<file path="config.mk">
export PLATFORM = sky130hd
export DESIGN_NAME = retransmit_queue_scheduler_flat
export DESIGN_NICKNAME = d
export VERILOG_FILES = /design/src/sv/rqs_pkg.sv /design/src/sv/rqs_if.sv /design/src/sv/rqs_datapath.sv /design/src/sv/rqs_ctrl.sv /design/src/sv/retransmit_queue_scheduler.sv /design/src/flat_wrapper.sv
export SDC_FILE = /design/constraint.sdc
export NUM_CORES = 1
export LEC_CHECK = 0
export ABC_AREA = 1
export BUFFER_PORTS_ARGS = -buffer_cell sky130_fd_sc_hd__buf_2
export CORE_AREA = 8 8 299 301
export CTS_BUF_LIST = sky130_fd_sc_hd__clkbuf_8
export CTS_CLUSTER_DIAMETER = 30
export DETAILED_ROUTE_END_ITERATION = 16
export DIE_AREA = 0 0 307 309
export PLACE_DENSITY_LB_ADDON = 0.15
export SKIP_CTS_REPAIR_TIMING = 1
export SLEW_MARGIN = 10
export SYNTH_ARGS = -nofsm -noshare
export SYNTH_HDL_FRONTEND = slang
export SYNTH_HIERARCHICAL = 1
export SYNTH_SLANG_ARGS = --single-unit
</file>
<file path="constraint.sdc">
create_clock -name clk -period 12.8 [get_ports clk]
set_input_delay 1.28 -clock clk [delete_from_list [all_inputs] [get_ports clk]]
set_output_delay 1.28 -clock clk [all_outputs]
set_load 0.01 [all_outputs]
</file>
<file path="src/sv/rqs_pkg.sv">
`timescale 1ns / 1ps
`default_nettype none
package rqs_pkg;

	localparam int ENTRIES = 8;
	localparam int IDX_W   = $clog2(ENTRIES);
	localparam int CNT_W   = $clog2(ENTRIES + 1);
	localparam int MAX_RES = 16;
	localparam int ECNT_W  = $clog2(MAX_RES + 1);

	localparam logic [1:0] OP_ENQ  = 2'd0;
	localparam logic [1:0] OP_ACK  = 2'd1;
	localparam logic [1:0] OP_TICK = 2'd2;
	localparam logic [1:0] OP_SEND = 2'd3;

	localparam logic [1:0] KIND_ENQ  = 2'd0;
	localparam logic [1:0] KIND_ACK  = 2'd1;
	localparam logic [1:0] KIND_TX   = 2'd2;
	localparam logic [1:0] KIND_DONE = 2'd3;

	localparam logic QSEL_WAIT  = 1'b0;
	localparam logic QSEL_READY = 1'b1;

	typedef enum logic [3:0] {
		DP_NOP,
		DP_LATCH,
		DP_ENQ,
		DP_DIRECT,
		DP_IDX_CLR,
		DP_W_STEP,
		DP_R_STEP,
		DP_S_SEND,
		DP_S_MOVE,
		DP_A_NEXT,
		DP_A_FIN,
		DP_A_REP,
		DP_A_NONE,
		DP_FLUSH
	} dp_op_t;

	typedef struct packed {
		dp_op_t op;
		logic   qsel;
	} dp_cmd_t;

	typedef struct packed {
		logic [1:0] op;
		logic       lt;
		logic       match;
		logic       emit_ok;
		logic       flush_ok;
		logic       pend_v;
		logic       both_empty;
		logic       rcnt_zero;
	} dp_stat_t;

	typedef struct packed {
		logic [1:0]  kind;
		logic        ok;
		logic [7:0]  tx_byte;
		logic [15:0] seq_num;
		logic [3:0]  tag_out;
		logic        outcome;
		logic        last;
	} res_t;

endpackage
`default_nettype wire

</file>
<file path="src/sv/rqs_if.sv">
`timescale 1ns / 1ps
`default_nettype none
interface rqs_req_if;
	logic        valid;
	logic        ready;
	logic [1:0]  op;
	logic [7:0]  char_code;
	logic [7:0]  retries;
	logic [15:0] wait_ticks;
	logic [3:0]  owner_tag;
	logic        ack_outcome;
	logic [7:0]  uart_space;
	modport source(output valid, op, char_code, retries, wait_ticks, owner_tag,
		ack_outcome, uart_space, input ready);
	modport sink(input valid, op, char_code, retries, wait_ticks, owner_tag,
		ack_outcome, uart_space, output ready);
endinterface

interface rqs_rsp_if;
	logic        valid;
	logic        ready;
	logic [1:0]  kind;
	logic        ok;
	logic [7:0]  tx_byte;
	logic [15:0] seq_num;
	logic [3:0]  tag_out;
	logic        outcome;
	logic        last;
	modport source(output valid, kind, ok, tx_byte, seq_num, tag_out, outcome, last,
		input ready);
	modport sink(input valid, kind, ok, tx_byte, seq_num, tag_out, outcome, last,
		output ready);
endinterface
`default_nettype wire

</file>
<file path="src/sv/rqs_datapath.sv">
`timescale 1ns / 1ps
`default_nettype none
module rqs_datapath import rqs_pkg::*; (
	input  wire logic        clk,
	input  wire logic        arst_n,
	input  wire dp_cmd_t     cmd,
	input  wire logic [1:0]  op,
	input  wire logic [7:0]  char_code,
	input  wire logic [7:0]  retries,
	input  wire logic [15:0] wait_ticks,
	input  wire logic [3:0]  owner_tag,
	input  wire logic        ack_outcome,
	input  wire logic [7:0]  uart_space,
	output dp_stat_t         stat,
	output logic             rsp_valid,
	input  wire logic        rsp_ready,
	output res_t             rsp_word
);

	logic [7:0]  byte_q [ENTRIES];
	logic [7:0]  ret_q  [ENTRIES];
	logic [15:0] ela_q  [ENTRIES];
	logic [15:0] wai_q  [ENTRIES];
	logic [15:0] seq_q  [ENTRIES];
	logic [3:0]  tag_q  [ENTRIES];
	logic [IDX_W-1:0] wq_q [ENTRIES];
	logic [IDX_W-1:0] rq_q [ENTRIES];
	logic [IDX_W-1:0] wq_n [ENTRIES];
	logic [IDX_W-1:0] rq_n [ENTRIES];
	logic [CNT_W-1:0] wcnt_q, rcnt_q, wcnt_n, rcnt_n, cnt_sel, idx_q;
	logic [ENTRIES-1:0] free_q;
	logic [15:0] nseq_q;
	logic [1:0]  op_q;
	logic [7:0]  ch_q, rt_q, sp_q;
	logic [15:0] wt_q;
	logic [3:0]  tg_q;
	logic        ao_q;
	logic [IDX_W-1:0] hold_q, cur_e, ent, fe;
	logic        ffound;
	logic [ECNT_W-1:0] ecnt_q;
	logic        pv_q, ov_q;
	res_t        pend_q, out_q, em;
	logic        em_v, flush_ok, emit_ok, tmo;
	logic [15:0] ela1;
	logic [7:0]  ret_cur, retm1;
	logic        rm_w, rm_r, ap_w, ap_r;
	logic [IDX_W-1:0] ap_val;

	assign cnt_sel  = cmd.qsel ? rcnt_q : wcnt_q;
	assign cur_e    = cmd.qsel ? rq_q[idx_q[IDX_W-1:0]] : wq_q[idx_q[IDX_W-1:0]];
	assign ent      = (cmd.op == DP_A_REP) ? hold_q : cur_e;
	assign ela1     = ela_q[cur_e] + 16'd1;
	assign tmo      = ela1 > wai_q[cur_e];
	assign ret_cur  = ret_q[cur_e];
	assign retm1    = ret_cur - 8'd1;
	assign flush_ok = !ov_q || rsp_ready;
	assign emit_ok  = !pv_q || flush_ok;

	always_comb begin
		fe = '0;
		ffound = 1'b0;
		for (int i = 0; i < ENTRIES; i++) begin
			if (free_q[i] && !ffound) begin
				fe = IDX_W'(i);
				ffound = 1'b1;
			end
		end
	end

	assign stat.op         = op_q;
	assign stat.lt         = idx_q < cnt_sel;
	assign stat.match      = (byte_q[cur_e] == ch_q) && (ret_cur != 8'd0);
	assign stat.emit_ok    = emit_ok;
	assign stat.flush_ok   = flush_ok;
	assign stat.pend_v     = pv_q;
	assign stat.both_empty = (wcnt_q == '0) && (rcnt_q == '0);
	assign stat.rcnt_zero  = rcnt_q == '0;

	always_comb begin
		em_v = 1'b0;
		em = '0;
		unique case (cmd.op)
			DP_ENQ: begin
				em_v = 1'b1;
				em.kind = KIND_ENQ;
				em.ok = ffound;
				em.tx_byte = ffound ? ch_q : 8'd0;
				em.seq_num = ffound ? nseq_q : 16'd0;
			end
			DP_DIRECT: begin
				em_v = 1'b1;
				em.kind = KIND_TX;
				em.tx_byte = ch_q;
			end
			DP_W_STEP: begin
				em_v = tmo && (retm1 == 8'd0);
				em.kind = KIND_DONE;
				em.outcome = 1'b1;
			end
			DP_R_STEP: begin
				em_v = tmo && (ret_cur == 8'd0);
				em.kind = KIND_DONE;
				em.outcome = 1'b1;
			end
			DP_S_SEND: begin
				em_v = sp_q != 8'd0;
				em.kind = KIND_TX;
			end
			DP_S_MOVE: begin
				em_v = ret_cur == 8'd0;
				em.kind = KIND_DONE;
			end
			DP_A_FIN: begin
				em_v = 1'b1;
				em.kind = KIND_DONE;
				em.outcome = ao_q;
			end
			DP_A_REP: begin
				em_v = 1'b1;
				em.kind = KIND_ACK;
				em.ok = 1'b1;
			end
			DP_A_NONE: begin
				em_v = 1'b1;
				em.kind = KIND_ACK;
			end
			default: em_v = 1'b0;
		endcase
		if (cmd.op == DP_W_STEP || cmd.op == DP_R_STEP || cmd.op == DP_S_SEND ||
			cmd.op == DP_S_MOVE || cmd.op == DP_A_FIN || cmd.op == DP_A_REP) begin
			em.tx_byte = byte_q[ent];
			em.seq_num = seq_q[ent];
		end
		if (cmd.op == DP_W_STEP || cmd.op == DP_R_STEP || cmd.op == DP_S_MOVE ||
			cmd.op == DP_A_FIN) begin
			em.tag_out = tag_q[ent];
		end
	end

	always_comb begin
		rm_w = 1'b0;
		rm_r = 1'b0;
		ap_w = 1'b0;
		ap_r = 1'b0;
		ap_val = cur_e;
		unique case (cmd.op)
			DP_W_STEP: begin
				rm_w = tmo;
				ap_r = tmo && (retm1 != 8'd0);
			end
			DP_R_STEP: rm_r = tmo && (ret_cur == 8'd0);
			DP_S_MOVE: begin
				rm_r = 1'b1;
				ap_w = ret_cur != 8'd0;
			end
			DP_A_FIN: begin
				rm_r = cmd.qsel;
				rm_w = !cmd.qsel;
			end
			DP_ENQ: begin
				ap_r = ffound;
				ap_val = fe;
			end
			default: rm_w = 1'b0;
		endcase
		wq_n = wq_q;
		rq_n = rq_q;
		wcnt_n = wcnt_q;
		rcnt_n = rcnt_q;
		if (rm_w) begin
			for (int i = 0; i < ENTRIES - 1; i++) begin
				if (i >= int'(idx_q)) wq_n[i] = wq_q[i + 1];
			end
			wcnt_n = wcnt_q - 1'b1;
		end
		if (rm_r) begin
			for (int i = 0; i < ENTRIES - 1; i++) begin
				if (i >= int'(idx_q)) rq_n[i] = rq_q[i + 1];
			end
			rcnt_n = rcnt_q - 1'b1;
		end
		if (ap_w && wcnt_n < CNT_W'(ENTRIES)) begin
			wq_n[wcnt_n[IDX_W-1:0]] = ap_val;
			wcnt_n = wcnt_n + 1'b1;
		end
		if (ap_r && rcnt_n < CNT_W'(ENTRIES)) begin
			rq_n[rcnt_n[IDX_W-1:0]] = ap_val;
			rcnt_n = rcnt_n + 1'b1;
		end
	end

	always_ff @(posedge clk or negedge arst_n) begin
		if (!arst_n) begin
			wcnt_q <= '0;
			rcnt_q <= '0;
			free_q <= '1;
			nseq_q <= '0;
			idx_q  <= '0;
			ecnt_q <= '0;
			pv_q   <= 1'b0;
			ov_q   <= 1'b0;
		end else begin
			wcnt_q <= wcnt_n;
			rcnt_q <= rcnt_n;
			unique case (cmd.op)
				DP_LATCH, DP_IDX_CLR: idx_q <= '0;
				DP_W_STEP: if (!tmo) idx_q <= idx_q + 1'b1;
				DP_R_STEP: if (!(tmo && ret_cur == 8'd0)) idx_q <= idx_q + 1'b1;
				DP_A_NEXT: idx_q <= idx_q + 1'b1;
				default: idx_q <= idx_q;
			endcase
			if (cmd.op == DP_LATCH) ecnt_q <= '0;
			if (cmd.op == DP_ENQ && ffound) begin
				free_q[fe] <= 1'b0;
				nseq_q <= nseq_q + 16'd1;
			end
			if ((cmd.op == DP_W_STEP && tmo && retm1 == 8'd0) ||
				(cmd.op == DP_R_STEP && tmo && ret_cur == 8'd0) ||
				(cmd.op == DP_S_MOVE && ret_cur == 8'd0) || cmd.op == DP_A_FIN) begin
				free_q[cur_e] <= 1'b1;
			end
			if (em_v && ecnt_q < ECNT_W'(MAX_RES)) begin
				ecnt_q <= ecnt_q + 1'b1;
				pv_q <= 1'b1;
				if (pv_q) ov_q <= 1'b1;
				else if (rsp_ready) ov_q <= 1'b0;
			end else if (cmd.op == DP_FLUSH && pv_q) begin
				pv_q <= 1'b0;
				ov_q <= 1'b1;
			end else if (ov_q && rsp_ready) begin
				ov_q <= 1'b0;
			end
		end
	end

	always_ff @(posedge clk) begin
		wq_q <= wq_n;
		rq_q <= rq_n;
		if (em_v && ecnt_q < ECNT_W'(MAX_RES)) begin
			pend_q <= em;
			if (pv_q) out_q <= pend_q;
		end else if (cmd.op == DP_FLUSH && pv_q) begin
			out_q <= {pend_q[$bits(res_t)-1:1], 1'b1};
		end
		unique case (cmd.op)
			DP_LATCH: begin
				op_q <= op;
				ch_q <= char_code;
				rt_q <= retries;
				wt_q <= wait_ticks;
				tg_q <= owner_tag;
				ao_q <= ack_outcome;
				sp_q <= uart_space;
			end
			DP_ENQ: if (ffound) begin
				byte_q[fe] <= ch_q;
				seq_q[fe]  <= nseq_q;
				ret_q[fe]  <= rt_q;
				wai_q[fe]  <= wt_q;
				ela_q[fe]  <= 16'd0;
				tag_q[fe]  <= tg_q;
			end
			DP_W_STEP: begin
				if (tmo) begin
					ela_q[cur_e] <= 16'd0;
					ret_q[cur_e] <= retm1;
				end else begin
					ela_q[cur_e] <= ela1;
				end
			end
			DP_R_STEP: begin
				if (tmo) begin
					ela_q[cur_e] <= 16'd0;
					if (ret_cur != 8'd0) ret_q[cur_e] <= retm1;
				end else begin
					ela_q[cur_e] <= ela1;
				end
			end
			DP_S_SEND: if (sp_q != 8'd0) sp_q <= sp_q - 8'd1;
			DP_S_MOVE: if (ret_cur != 8'd0) ela_q[cur_e] <= 16'd0;
			DP_A_FIN: hold_q <= cur_e;
			default: hold_q <= hold_q;
		endcase
	end

	assign rsp_valid = ov_q;
	assign rsp_word  = out_q;

endmodule
`default_nettype wire

</file>
<file path="src/sv/rqs_ctrl.sv">
`timescale 1ns / 1ps
`default_nettype none
module rqs_ctrl import rqs_pkg::*; (
	input  wire logic     clk,
	input  wire logic     arst_n,
	input  wire logic     req_valid,
	output logic          req_ready,
	input  wire dp_stat_t stat,
	output dp_cmd_t       cmd
);

	typedef enum logic [9:0] {
		S_IDLE  = 10'b0000000001,
		S_DISP  = 10'b0000000010,
		S_WAGE  = 10'b0000000100,
		S_RAGE  = 10'b0000001000,
		S_SEND  = 10'b0000010000,
		S_MOVE  = 10'b0000100000,
		S_ASW   = 10'b0001000000,
		S_ASR   = 10'b0010000000,
		S_AREP  = 10'b0100000000,
		S_FLUSH = 10'b1000000000
	} state_t;

	state_t state_q, state_n;

	assign req_ready = state_q == S_IDLE;

	always_comb begin
		state_n = state_q;
		cmd.op = DP_NOP;
		cmd.qsel = QSEL_WAIT;
		unique case (state_q)
			S_IDLE: if (req_valid) begin
				cmd.op = DP_LATCH;
				state_n = S_DISP;
			end
			S_DISP: begin
				unique case (stat.op)
					OP_ENQ: if (stat.emit_ok) begin
						cmd.op = DP_ENQ;
						state_n = S_FLUSH;
					end
					OP_SEND: if (stat.emit_ok) begin
						cmd.op = DP_DIRECT;
						state_n = S_FLUSH;
					end
					OP_ACK: state_n = S_ASW;
					default: state_n = stat.both_empty ? S_FLUSH : S_WAGE;
				endcase
			end
			S_WAGE: begin
				if (!stat.lt) begin
					cmd.op = DP_IDX_CLR;
					state_n = S_RAGE;
				end else if (stat.emit_ok) begin
					cmd.op = DP_W_STEP;
				end
			end
			S_RAGE: begin
				cmd.qsel = QSEL_READY;
				if (!stat.lt) begin
					cmd.op = DP_IDX_CLR;
					state_n = S_SEND;
				end else if (stat.emit_ok) begin
					cmd.op = DP_R_STEP;
				end
			end
			S_SEND: begin
				cmd.qsel = QSEL_READY;
				if (stat.rcnt_zero) begin
					state_n = S_FLUSH;
				end else if (stat.emit_ok) begin
					cmd.op = DP_S_SEND;
					state_n = S_MOVE;
				end
			end
			S_MOVE: begin
				cmd.qsel = QSEL_READY;
				if (stat.emit_ok) begin
					cmd.op = DP_S_MOVE;
					state_n = S_SEND;
				end
			end
			S_ASW: begin
				if (!stat.lt) begin
					cmd.op = DP_IDX_CLR;
					state_n = S_ASR;
				end else if (stat.match) begin
					if (stat.emit_ok) begin
						cmd.op = DP_A_FIN;
						state_n = S_AREP;
					end
				end else begin
					cmd.op = DP_A_NEXT;
				end
			end
			S_ASR: begin
				cmd.qsel = QSEL_READY;
				if (!stat.lt) begin
					if (stat.emit_ok) begin
						cmd.op = DP_A_NONE;
						state_n = S_FLUSH;
					end
				end else if (stat.match) begin
					if (stat.emit_ok) begin
						cmd.op = DP_A_FIN;
						state_n = S_AREP;
					end
				end else begin
					cmd.op = DP_A_NEXT;
				end
			end
			S_AREP: if (stat.emit_ok) begin
				cmd.op = DP_A_REP;
				state_n = S_FLUSH;
			end
			S_FLUSH: begin
				if (!stat.pend_v) begin
					state_n = S_IDLE;
				end else if (stat.flush_ok) begin
					cmd.op = DP_FLUSH;
					state_n = S_IDLE;
				end
			end
			default: state_n = S_IDLE;
		endcase
	end

	always_ff @(posedge clk or negedge arst_n) begin
		if (!arst_n) begin
			state_q <= S_IDLE;
		end else begin
			state_q <= state_n;
		end
	end

endmodule
`default_nettype wire

</file>
<file path="src/sv/retransmit_queue_scheduler.sv">
// Resend scheduler for single control bytes over a pool of eight entries.
// req (sink): one command word per handshake; op selects enqueue,
// acknowledge, 1 ms tick or direct byte send, the other fields go with it.
// rsp (source): result words, each with kind, ok, byte, sequence number,
// tag and outcome; last marks the final word of a command. A tick with both
// queues empty gives no word. At most 16 words per command.
// One command at a time: req.ready is high only while the block is idle.
// Enqueue and direct send each give a single word, which passes the hold
// stage and the output register before it reaches rsp.
// Acknowledge scans the waiting queue, then the ready queue, for a match.
// A tick ages the waiting entries, then the ready entries, then sends each
// ready entry while space lasts and moves it back to waiting or retires it.
// Words pass through a one-word hold stage and an output register; when the
// receiver stalls, the sequencer halts until a slot opens, no word is lost.
// Reset empties both queues, frees every entry and clears the sequence
// counter; the block is ready on the first cycle after reset.
`timescale 1ns / 1ps
`default_nettype none
module retransmit_queue_scheduler import rqs_pkg::*; (
	input wire logic clk,
	input wire logic arst_n,
	rqs_req_if.sink  req,
	rqs_rsp_if.source rsp
);

	dp_cmd_t  cmd;
	dp_stat_t stat;
	res_t     word;

	rqs_ctrl u_ctrl (
		.clk       (clk),
		.arst_n    (arst_n),
		.req_valid (req.valid),
		.req_ready (req.ready),
		.stat      (stat),
		.cmd       (cmd)
	);

	rqs_datapath u_dp (
		.clk         (clk),
		.arst_n      (arst_n),
		.cmd         (cmd),
		.op          (req.op),
		.char_code   (req.char_code),
		.retries     (req.retries),
		.wait_ticks  (req.wait_ticks),
		.owner_tag   (req.owner_tag),
		.ack_outcome (req.ack_outcome),
		.uart_space  (req.uart_space),
		.stat        (stat),
		.rsp_valid   (rsp.valid),
		.rsp_ready   (rsp.ready),
		.rsp_word    (word)
	);

	assign rsp.kind    = word.kind;
	assign rsp.ok      = word.ok;
	assign rsp.tx_byte = word.tx_byte;
	assign rsp.seq_num = word.seq_num;
	assign rsp.tag_out = word.tag_out;
	assign rsp.outcome = word.outcome;
	assign rsp.last    = word.last;

endmodule
`default_nettype wire

</file>
<file path="src/flat_wrapper.sv">
// flat-port wrapper written by rule: the top's interface ports become plain ports
module retransmit_queue_scheduler_flat import rqs_pkg::*;
  (clk, arst_n, req_valid, req_op, req_char_code, req_retries, req_wait_ticks, req_owner_tag, req_ack_outcome, req_uart_space, req_ready, rsp_valid, rsp_kind, rsp_ok, rsp_tx_byte, rsp_seq_num, rsp_tag_out, rsp_outcome, rsp_last, rsp_ready);
  rqs_req_if req_i ();
  rqs_rsp_if rsp_i ();
  input wire logic clk;
  input wire logic arst_n;
  input wire logic [$bits(req_i.valid)-1:0] req_valid;
  input wire logic [$bits(req_i.op)-1:0] req_op;
  input wire logic [$bits(req_i.char_code)-1:0] req_char_code;
  input wire logic [$bits(req_i.retries)-1:0] req_retries;
  input wire logic [$bits(req_i.wait_ticks)-1:0] req_wait_ticks;
  input wire logic [$bits(req_i.owner_tag)-1:0] req_owner_tag;
  input wire logic [$bits(req_i.ack_outcome)-1:0] req_ack_outcome;
  input wire logic [$bits(req_i.uart_space)-1:0] req_uart_space;
  output wire logic [$bits(req_i.ready)-1:0] req_ready;
  output wire logic [$bits(rsp_i.valid)-1:0] rsp_valid;
  output wire logic [$bits(rsp_i.kind)-1:0] rsp_kind;
  output wire logic [$bits(rsp_i.ok)-1:0] rsp_ok;
  output wire logic [$bits(rsp_i.tx_byte)-1:0] rsp_tx_byte;
  output wire logic [$bits(rsp_i.seq_num)-1:0] rsp_seq_num;
  output wire logic [$bits(rsp_i.tag_out)-1:0] rsp_tag_out;
  output wire logic [$bits(rsp_i.outcome)-1:0] rsp_outcome;
  output wire logic [$bits(rsp_i.last)-1:0] rsp_last;
  input wire logic [$bits(rsp_i.ready)-1:0] rsp_ready;
  assign req_i.valid = req_valid;
  assign req_i.op = req_op;
  assign req_i.char_code = req_char_code;
  assign req_i.retries = req_retries;
  assign req_i.wait_ticks = req_wait_ticks;
  assign req_i.owner_tag = req_owner_tag;
  assign req_i.ack_outcome = req_ack_outcome;
  assign req_i.uart_space = req_uart_space;
  assign req_ready = req_i.ready;
  assign rsp_valid = rsp_i.valid;
  assign rsp_kind = rsp_i.kind;
  assign rsp_ok = rsp_i.ok;
  assign rsp_tx_byte = rsp_i.tx_byte;
  assign rsp_seq_num = rsp_i.seq_num;
  assign rsp_tag_out = rsp_i.tag_out;
  assign rsp_outcome = rsp_i.outcome;
  assign rsp_last = rsp_i.last;
  assign rsp_i.ready = rsp_ready;
  retransmit_queue_scheduler u_core (.clk(clk), .arst_n(arst_n), .req(req_i), .rsp(rsp_i));
endmodule
</file>
==> metrics.md, run 1 <==
| Metric | Value |
|---|---|
| Clk_skew | `0.05482 ns` |
| Synth area leaders | `edfxtp_1, nand2_1, dfrtp_1, o21ai_0, nor2_1` |
| Number of nets in the layout | `3300` |
| DR iter-0 viols | `roughly 2000` |
| #FFs+latches synth | `760` |
| Wire length of the first global-routing pass | `138500 um` |
| Worst Setup Start Kind | `register` |
| Clock power frac | `between 40% and 50%` |
| Row count | `107` |
| CTS buffer count | `169` |
| H-tree depth | `4` |
| Slowest library cell on the worst path | `inv_1` |
| IO Port Bufs | `between 80 and 90` |
| Vias after detailed routing | `roughly 23000` |
| GP Congestion | `0.8663` |
| Wire length on met2 | `43020 um` |
| Sw power | `2.083 mW` |
| Max_cap viols | `0` |
| Pre-antenna DRT Iters | `6` |
| Worst path most repeated cell | `inv_1` |
| Cell Int Power | `a little over 5 mW` |
| Gate Count Post-Synth | `3033` |
| Clock Path Buffers | `3` |
| Fin util | `between 40% and 50%` |
| CP Data Arrival Time | `10.04 ns` |
| Leakage | `14.72 nW` |
| Core area | `0.08461 mm^2` |
| Shortest period the worst path allows | `9.507 ns` |
| # DRC | `0` |
| Final wirelength | `91720 um` |
| Largest net degree at the start of global routing | `109` |
| PnR worst setup slack | `roughly 3.3 ns` |
| DR WL/cell | `20.37 um` |
| Post-route ant nets | `0` |
| Most instantiated cells after synthesis | `nand2_1, edfxtp_1, nor2_1, inv_1, o21ai_0` |
| Die area | `0.09486 mm^2` |
| Clock-pin slew on the worst setup and hold paths | `0.06 ns` |
| CP Max Fanout | `54` |
| Slew HR | `18.18%` |
| Switching power share of the total | `28.70%` |
| Combinational share of power | `14.7%` |
| Synth warn | `6` |
| Area leader, netlist | `edfxtp_1` |
| Kind of critical path | `reg -> reg` |
| Setup violations, final | `0` |
| Initial antenna violation count | `1` |
| Setup tns final | `0 ns` |
| GRT overflow | `0` |
| Cell Pwr Density | `185.4 mW/mm^2` |
| Worst Hold Slack | `0.4191 ns` |
| Area Overhead vs Synth | `16.89%` |
| Post-synth EDFFs | `665` |
| Top Metal Used | `met4` |
| Distinct cells, synth | `64` |
| Fin. Hold Viols | `0` |
| Slew Viols, Final | `0` |
| Setup crit end kind | `register` |
| Die Ht | `309 um` |
| GRT Util Overall | `18.96%` |
| Status | `completed` |
| Mapped Avg Cell Area | `11.04 um^2` |
| Ys async rst share | `6.974%` |
| Met3 wire length | `4885 um` |
| Syn_nets | `approximately 3100` |
| Dpl hpwl | `54580 um` |
| Flop pwr share | `42.3%` |
| Pre-CTS setup slack | `3.327 ns` |
| Vias in the first global route | `~23000` |
| Synth Flop Type | `edfxtp_1` |
| Tightest Pin Transition | `approximately 1.2 ns` |
| Fraction of layout cells with a size suffix above 1 | `15.79%` |
| Unrepaired setup endpoints after global routing | `false` |
| Worst vdd ir | `0.09227 mV` |
| Critical path data required time | `13.34 ns` |
| Sink Count | `760` |
| Fmax | `105.2 MHz` |
| Hold/Removal Path Class | `reg -> reg` |
| Synth top area share | `59.63%` |
| CTS tree | `built` |
| Count leader, synth | `nand2_1` |
| Routed length on met1 | `41820 um` |
| Clock Latency Late Sink | `0.82 ns` |
| Cell area after synthesis | `0.03349 mm^2` |
| CP peak stage delay | `about 0.79 ns` |
| Period utilization | `74.27%` |
| CTS Root Cell | `clkbuf_8` |
| Boundary Pins | `between 80 and 90` |
| Die W | `307 um` |
| Sequential fraction of the synthesis area | `66.13%` |
| Starting Density | `between 30% and 40%` |
| Vias per cell | `5.194` |
[critical path: cells and delay by family (launching register included)]
family	cells	cell delay, ns
flip-flops	1	0.42
AND/OR/NAND/NOR	19	3.92
buffers and inverters	11	3.55
AO/OA/AOI/OAI	8	1.05
XOR/XNOR	1	0.19
[layout make-up]
type                            count  area (um^2)
Clock buffer                      175         2409
Sequential cell                   760        22150
Fill cell                        7783        45470
Inverter                          261        989.7
Clock inverter                    139         1605
Tap cell                         1144         1431
Timing Repair Buffer              122        703.2
Antenna cell                        2        5.005
Multi-Input combinational cell   1899         9854
[flip-flops by register name, summed over array words and instances (netlist names), 2 cells and up, named ones only]
register / cells
u_core/u_dp/byte_q: 64
u_core/u_dp/ecnt_q: 5
u_core/u_ctrl/state_q: 10
u_core/u_dp/wt_q: 16
u_core/u_dp/tag_q: 32
u_core/u_dp/rsp_word: 33
u_core/u_dp/op_q: 2
u_core/u_dp/ela_q: 128
u_core/u_dp/nseq_q: 16
u_core/u_dp/sp_q: 8
u_core/u_dp/wq_q: 21
u_core/u_dp/pend_q: 32
u_core/u_dp/rcnt_q: 4
u_core/u_dp/wai_q: 128
u_core/u_dp/seq_q: 128
u_core/u_dp/idx_q: 4
u_core/u_dp/rt_q: 8
u_core/u_dp/ret_q: 64
u_core/u_dp/hold_q: 3
u_core/u_dp/ch_q: 8
u_core/u_dp/rq_q: 21
u_core/u_dp/free_q: 8
u_core/u_dp/tg_q: 4
u_core/u_dp/wcnt_q: 4
[metrics by stage]
step                std cells  power [mW]  cell area (um^2)
floorplan                3033       3.812             33490
global placement         4186       4.165             35130
detailed placement       4186       4.181             35130
CTS                      4500       7.339             39140
global route             4502       7.594             39150
finish                   4502       7.259             39150
[cell families after synthesis]
group                      Yosys count  synth area share [%]
AOI/OAI and AO/OA                  498                 9.225
xor gates and xnor gates            49                 1.282
adders and majority gates           36                 1.345
buffers and inverters              374                 4.723
DFF                                760                 66.13
muxes                                2               0.06725
and+or+nand+nor                   1314                 17.22
[worst paths after layout]
path / cells past startpoint / slack, ns / startpoint / endpoint
worst max-delay path: 39 / 3.29 / u_core/u_ctrl/state_q[9]$_DFFE_PN0P_ / u_core/u_dp/pend_q[6]$_DFFE_PP_
worst min-delay path: 0 / 0.42 / u_core/u_dp/pend_q[21]$_DFFE_PP_ / u_core/u_dp/rsp_word[21]$_DFFE_PP_
worst max register to register: 39 / 3.29 / u_core/u_ctrl/state_q[9]$_DFFE_PN0P_ / u_core/u_dp/pend_q[6]$_DFFE_PP_
worst min register to register: 0 / 0.42 / u_core/u_dp/pend_q[21]$_DFFE_PP_ / u_core/u_dp/rsp_word[21]$_DFFE_PP_
max in group asynchronous: 2 / 11.59 / arst_n / u_core/u_dp/wcnt_q[0]$_DFF_PN0_
min in group asynchronous: 2 / 0.65 / arst_n / u_core/u_dp/idx_q[0]$_DFFE_PN0P_
[power groups by stage]
stage,sequential (mW),combinational (mW),clock [mW]
3_5_place_dp,3.12,1.06,0
2_1_floorplan,3.06,0.750,0
5_1_grt,3.09,1.19,3.32
3_3_place_gp,3.11,1.05,0
6_report,3.07,1.07,3.12
4_1_cts,3.07,1.07,3.20
[layout by cell type (no fill, tap or decap), drive strengths merged, types with 3 or more instances in the layout]
master      n
nand4      33
o31ai       4
buf       122
edfxtp    665
clkinv     54
nand3b     19
inv       294
a31oi       9
nand3     179
a21oi      28
nor2      316
o221ai     28
dfxtp      42
and3        4
o22ai      85
a22oi      17
a22o       18
o2111ai     3
ha         36
o21bai      3
nor3       17
or2        15
clkbuf    175
dfrtp      44
or4         3
xor2       43
bufinv     31
nand2     719
o21ai     239
nor4        7
a32o        3
o211ai     27
o21a        3
xnor2       6
o2bb2ai     3
a221oi     21
dfstp       9
clkinvlp   21
[layer usage]
metal,track usage [%],up-vias
met3,3.486,142
li1,-,11070
met1,25.55,11435
met2,31.01,737
met5,0,-
met4,6.186,0
No activity file was read; power rests on OpenSTA's default activity.
==> inputs of run 2 (changes only) <==
==> constraint.sdc (replaced) <==
create_clock -name clk -period 7.87 [get_ports clk]
set_input_delay 0.787 -clock clk [delete_from_list [all_inputs] [get_ports clk]]
set_output_delay 0.787 -clock clk [all_outputs]
set_load 0.01 [all_outputs]
==> run 2 against run 1 <==
  * Final area grew 0.82%
  * Via count grew 1.2%
  * Routed wire length grew 1.0%
  * Largest cell class unchanged
  * Non-clock buffer count grew 46
  * Sequential power grew 62%
  * Register-to-register slack lost 2.7 ns
  * Sequential cell count is the same
  * First-iteration DRC count shrank 11%
  * Clock power grew 53%
==> metrics.md, run 2 (synthesis results as in run 1) <==
| Metric | Value |
|---|---|
| Most common cell after layout, fill and taps aside | `nand2_1` |
| Clock Path Buffers | `3` |
| H-tree depth | `4` |
| Critical path data required time | `8.38 ns` |
| Clock power frac | `between 40% and 50%` |
| Hold/Removal Path Class | `in -> async` |
| Worst-case reg-to-reg path depth | `38` |
| Row count | `~110` |
| Number of placed instances, taps included | `4232` |
| Regs by FF count | `u_core/u_dp/ela_q x128, u_core/u_dp/seq_q x128, u_core/u_dp/wai_q x128` |
| WP depth | `38` |
| Layout Cells excl Fill | `4556` |
| Commonest cells after routing, fill and taps aside | `nand2_1, edfxtp_1, nor2_1, inv_1, o21ai_0` |
| Core area | `roughly 0.085 mm^2` |
| Status | `completed` |
| Number of nets in the layout | `3351` |
| Slowest library cell on the worst path | `dfstp_2` |
| Area Overhead vs Synth | `17.86%` |
| Pre-antenna DRT Iters | `6` |
| Tightest Pin Transition | `0.9303 ns` |
| Fraction of layout cells with a size suffix above 1 | `between 15 and 20%` |
| DR WL/cell | `~20 um` |
| Setup tns final | `0 ns` |
| Setup crit end kind | `register` |
| Die area | `0.09486 mm^2` |
| CP peak stage delay | `approximately 0.56 ns` |
| Initial antenna violation count | `2` |
| Vias in the first global route | `23801` |
| DR iter-0 viols | `1833` |
| Kind of critical path | `reg -> reg` |
| Final wirelength | `92650 um` |
| GRT Util Overall | `19.18%` |
| Vias after detailed routing | `23661` |
| Setup violations, final | `0` |
| Period utilization | `91.97%` |
| Buf/Inv on CP | `9` |
| CTS buffer count | `between 150 and 200` |
| Slew HR | `37.32%` |
| Clock Latency Late Sink | `0.86 ns` |
| Fmax | `138.2 MHz` |
| Dpl hpwl | `57940 um` |
| Clk_skew | `0.06191 ns` |
| GP Congestion | `0.8728` |
| Flop pwr share | `between 40 and 50%` |
| Die W | `307 um` |
| Switching power share of the total | `29.53%` |
| Worst Hold Slack | `0.1324 ns` |
| Fin. Hold Viols | `0` |
| Sink Count | `760` |
| Clock-pin slew on the worst setup and hold paths | `0.06 ns` |
| Die Ht | `309 um` |
| Sw power | `3.419 mW` |
| GRT overflow | `0` |
| IO Port Bufs | `85` |
| Boundary Pins | `86` |
| Wire length of the first global-routing pass | `roughly 140000 um` |
| Post-route ant nets | `0` |
| CTS Root Cell | `clkbuf_8` |
| Top Family by Delay on Critical Path | `simple AND/OR/NAND/NOR gates` |
| Combinational share of power | `roughly 16%` |
| Vias per cell | `around 5.2` |
| Cell Int Power | `8.161 mW` |
| CP Data Arrival Time | `a little under 8 ns` |
| Worst path most repeated cell | `nand2_1` |
| Slew Viols, Final | `0` |
| # DRC | `0` |
| Fin util | `a little under half` |
| Cell Pwr Density | `293.4 mW/mm^2` |
| Total power | `11.58 mW` |
| Unrepaired setup endpoints after global routing | `false` |
| Worst Setup Start Kind | `register` |
| Leakage | `14.96 nW` |
| Worst vdd ir | `0.1846 mV` |
| CTS tree | `built` |
| Largest net degree at the start of global routing | `109` |
| Max_cap viols | `0` |
| Shortest period the worst path allows | `7.238 ns` |
| CP Max Fanout | `27` |
| Starting Density | `39.58%` |
==> run 2: cell types whose count changed in the layout (fill, tap and decap cells not counted), sizes merged <==
cell      previous run  this run
bufinv              31        21
clkinv              54        70
clkinvlp            21        18
diode                2         1
inv                294       296
clkbuf             175       179
buf                122       168
==> run 2: worst reg2reg max path, delay by kind of cell (launching register included) <==
kind	cells	cell delay, ns
buf+inv	9	1.34
xor+xnor	2	0.49
flops	1	0.56
fa+ha+maj	1	0.30
compound gates	3	0.60
simple gates	23	3.63
==> run 2: power by group through the flow <==
stage | clock network [mW] | registers [mW] | logic [mW]
after floorplan | 0 | 4.98 | 1.22
final | 4.78 | 4.98 | 1.82
after global routing | 5.09 | 5.01 | 2.03
after global placement | 0 | 5.05 | 1.79
after CTS | 4.91 | 4.98 | 1.82
after detailed placement | 0 | 5.06 | 1.81
==> run 2: cell type report <==
type / instances / area, um^2
Sequential cell: 760 / 22150
Tap cell: 1144 / 1431
Inverter: 261 / 993.5
Timing Repair Buffer: 168 / 1199
Fill cell: 7807 / 45140
Clock buffer: 179 / 2464
Antenna cell: 1 / 2.502
Multi-Input combinational cell: 1899 / 9873
Clock inverter: 144 / 1358
==> run 2: worst paths after layout <==
path,to,startpoint,slack [ns]
worst max-delay path,register,u_core/u_ctrl/state_q[0]$_DFFE_PN1P_,0.63
worst min-delay path,u_core/u_dp/rcnt_q[0]$_DFF_PN0_,arst_n,0.13
worst max register to register,register,u_core/u_ctrl/state_q[0]$_DFFE_PN1P_,0.63
worst min register to register,u_core/u_dp/rsp_word[10]$_DFFE_PP_,u_core/u_dp/pend_q[10]$_DFFE_PP_,0.42
max in group asynchronous,u_core/u_dp/nseq_q[8]$_DFFE_PN0P_,arst_n,7.20
min in group clk,u_core/u_dp/op_q[0]$_DFFE_PP_,req_op[0],0.13
==> run 2: metrics by stage <==
step | instance area [um^2] | worst slack [ns]
2_1_floorplan | 33490 | 0.1127
3_3_place_gp | 35630 | 0.5450
3_5_place_dp | 35630 | 0.5337
4_1_cts | 39450 | 0.4846
5_1_grt | 39470 | 0.03839
6_report | 39470 | 0.6317
==> run 2: routing by layer <==
layer	vias up	track usage, %	routed length, um	part of all wire, %
met5	-	0	0	0
met2	748	31.24	43770	47
met4	0	7.356	2348	2.5
li1	11193	-	-	-
met1	11545	25.22	40890	44
met3	175	3.931	5647	6.1
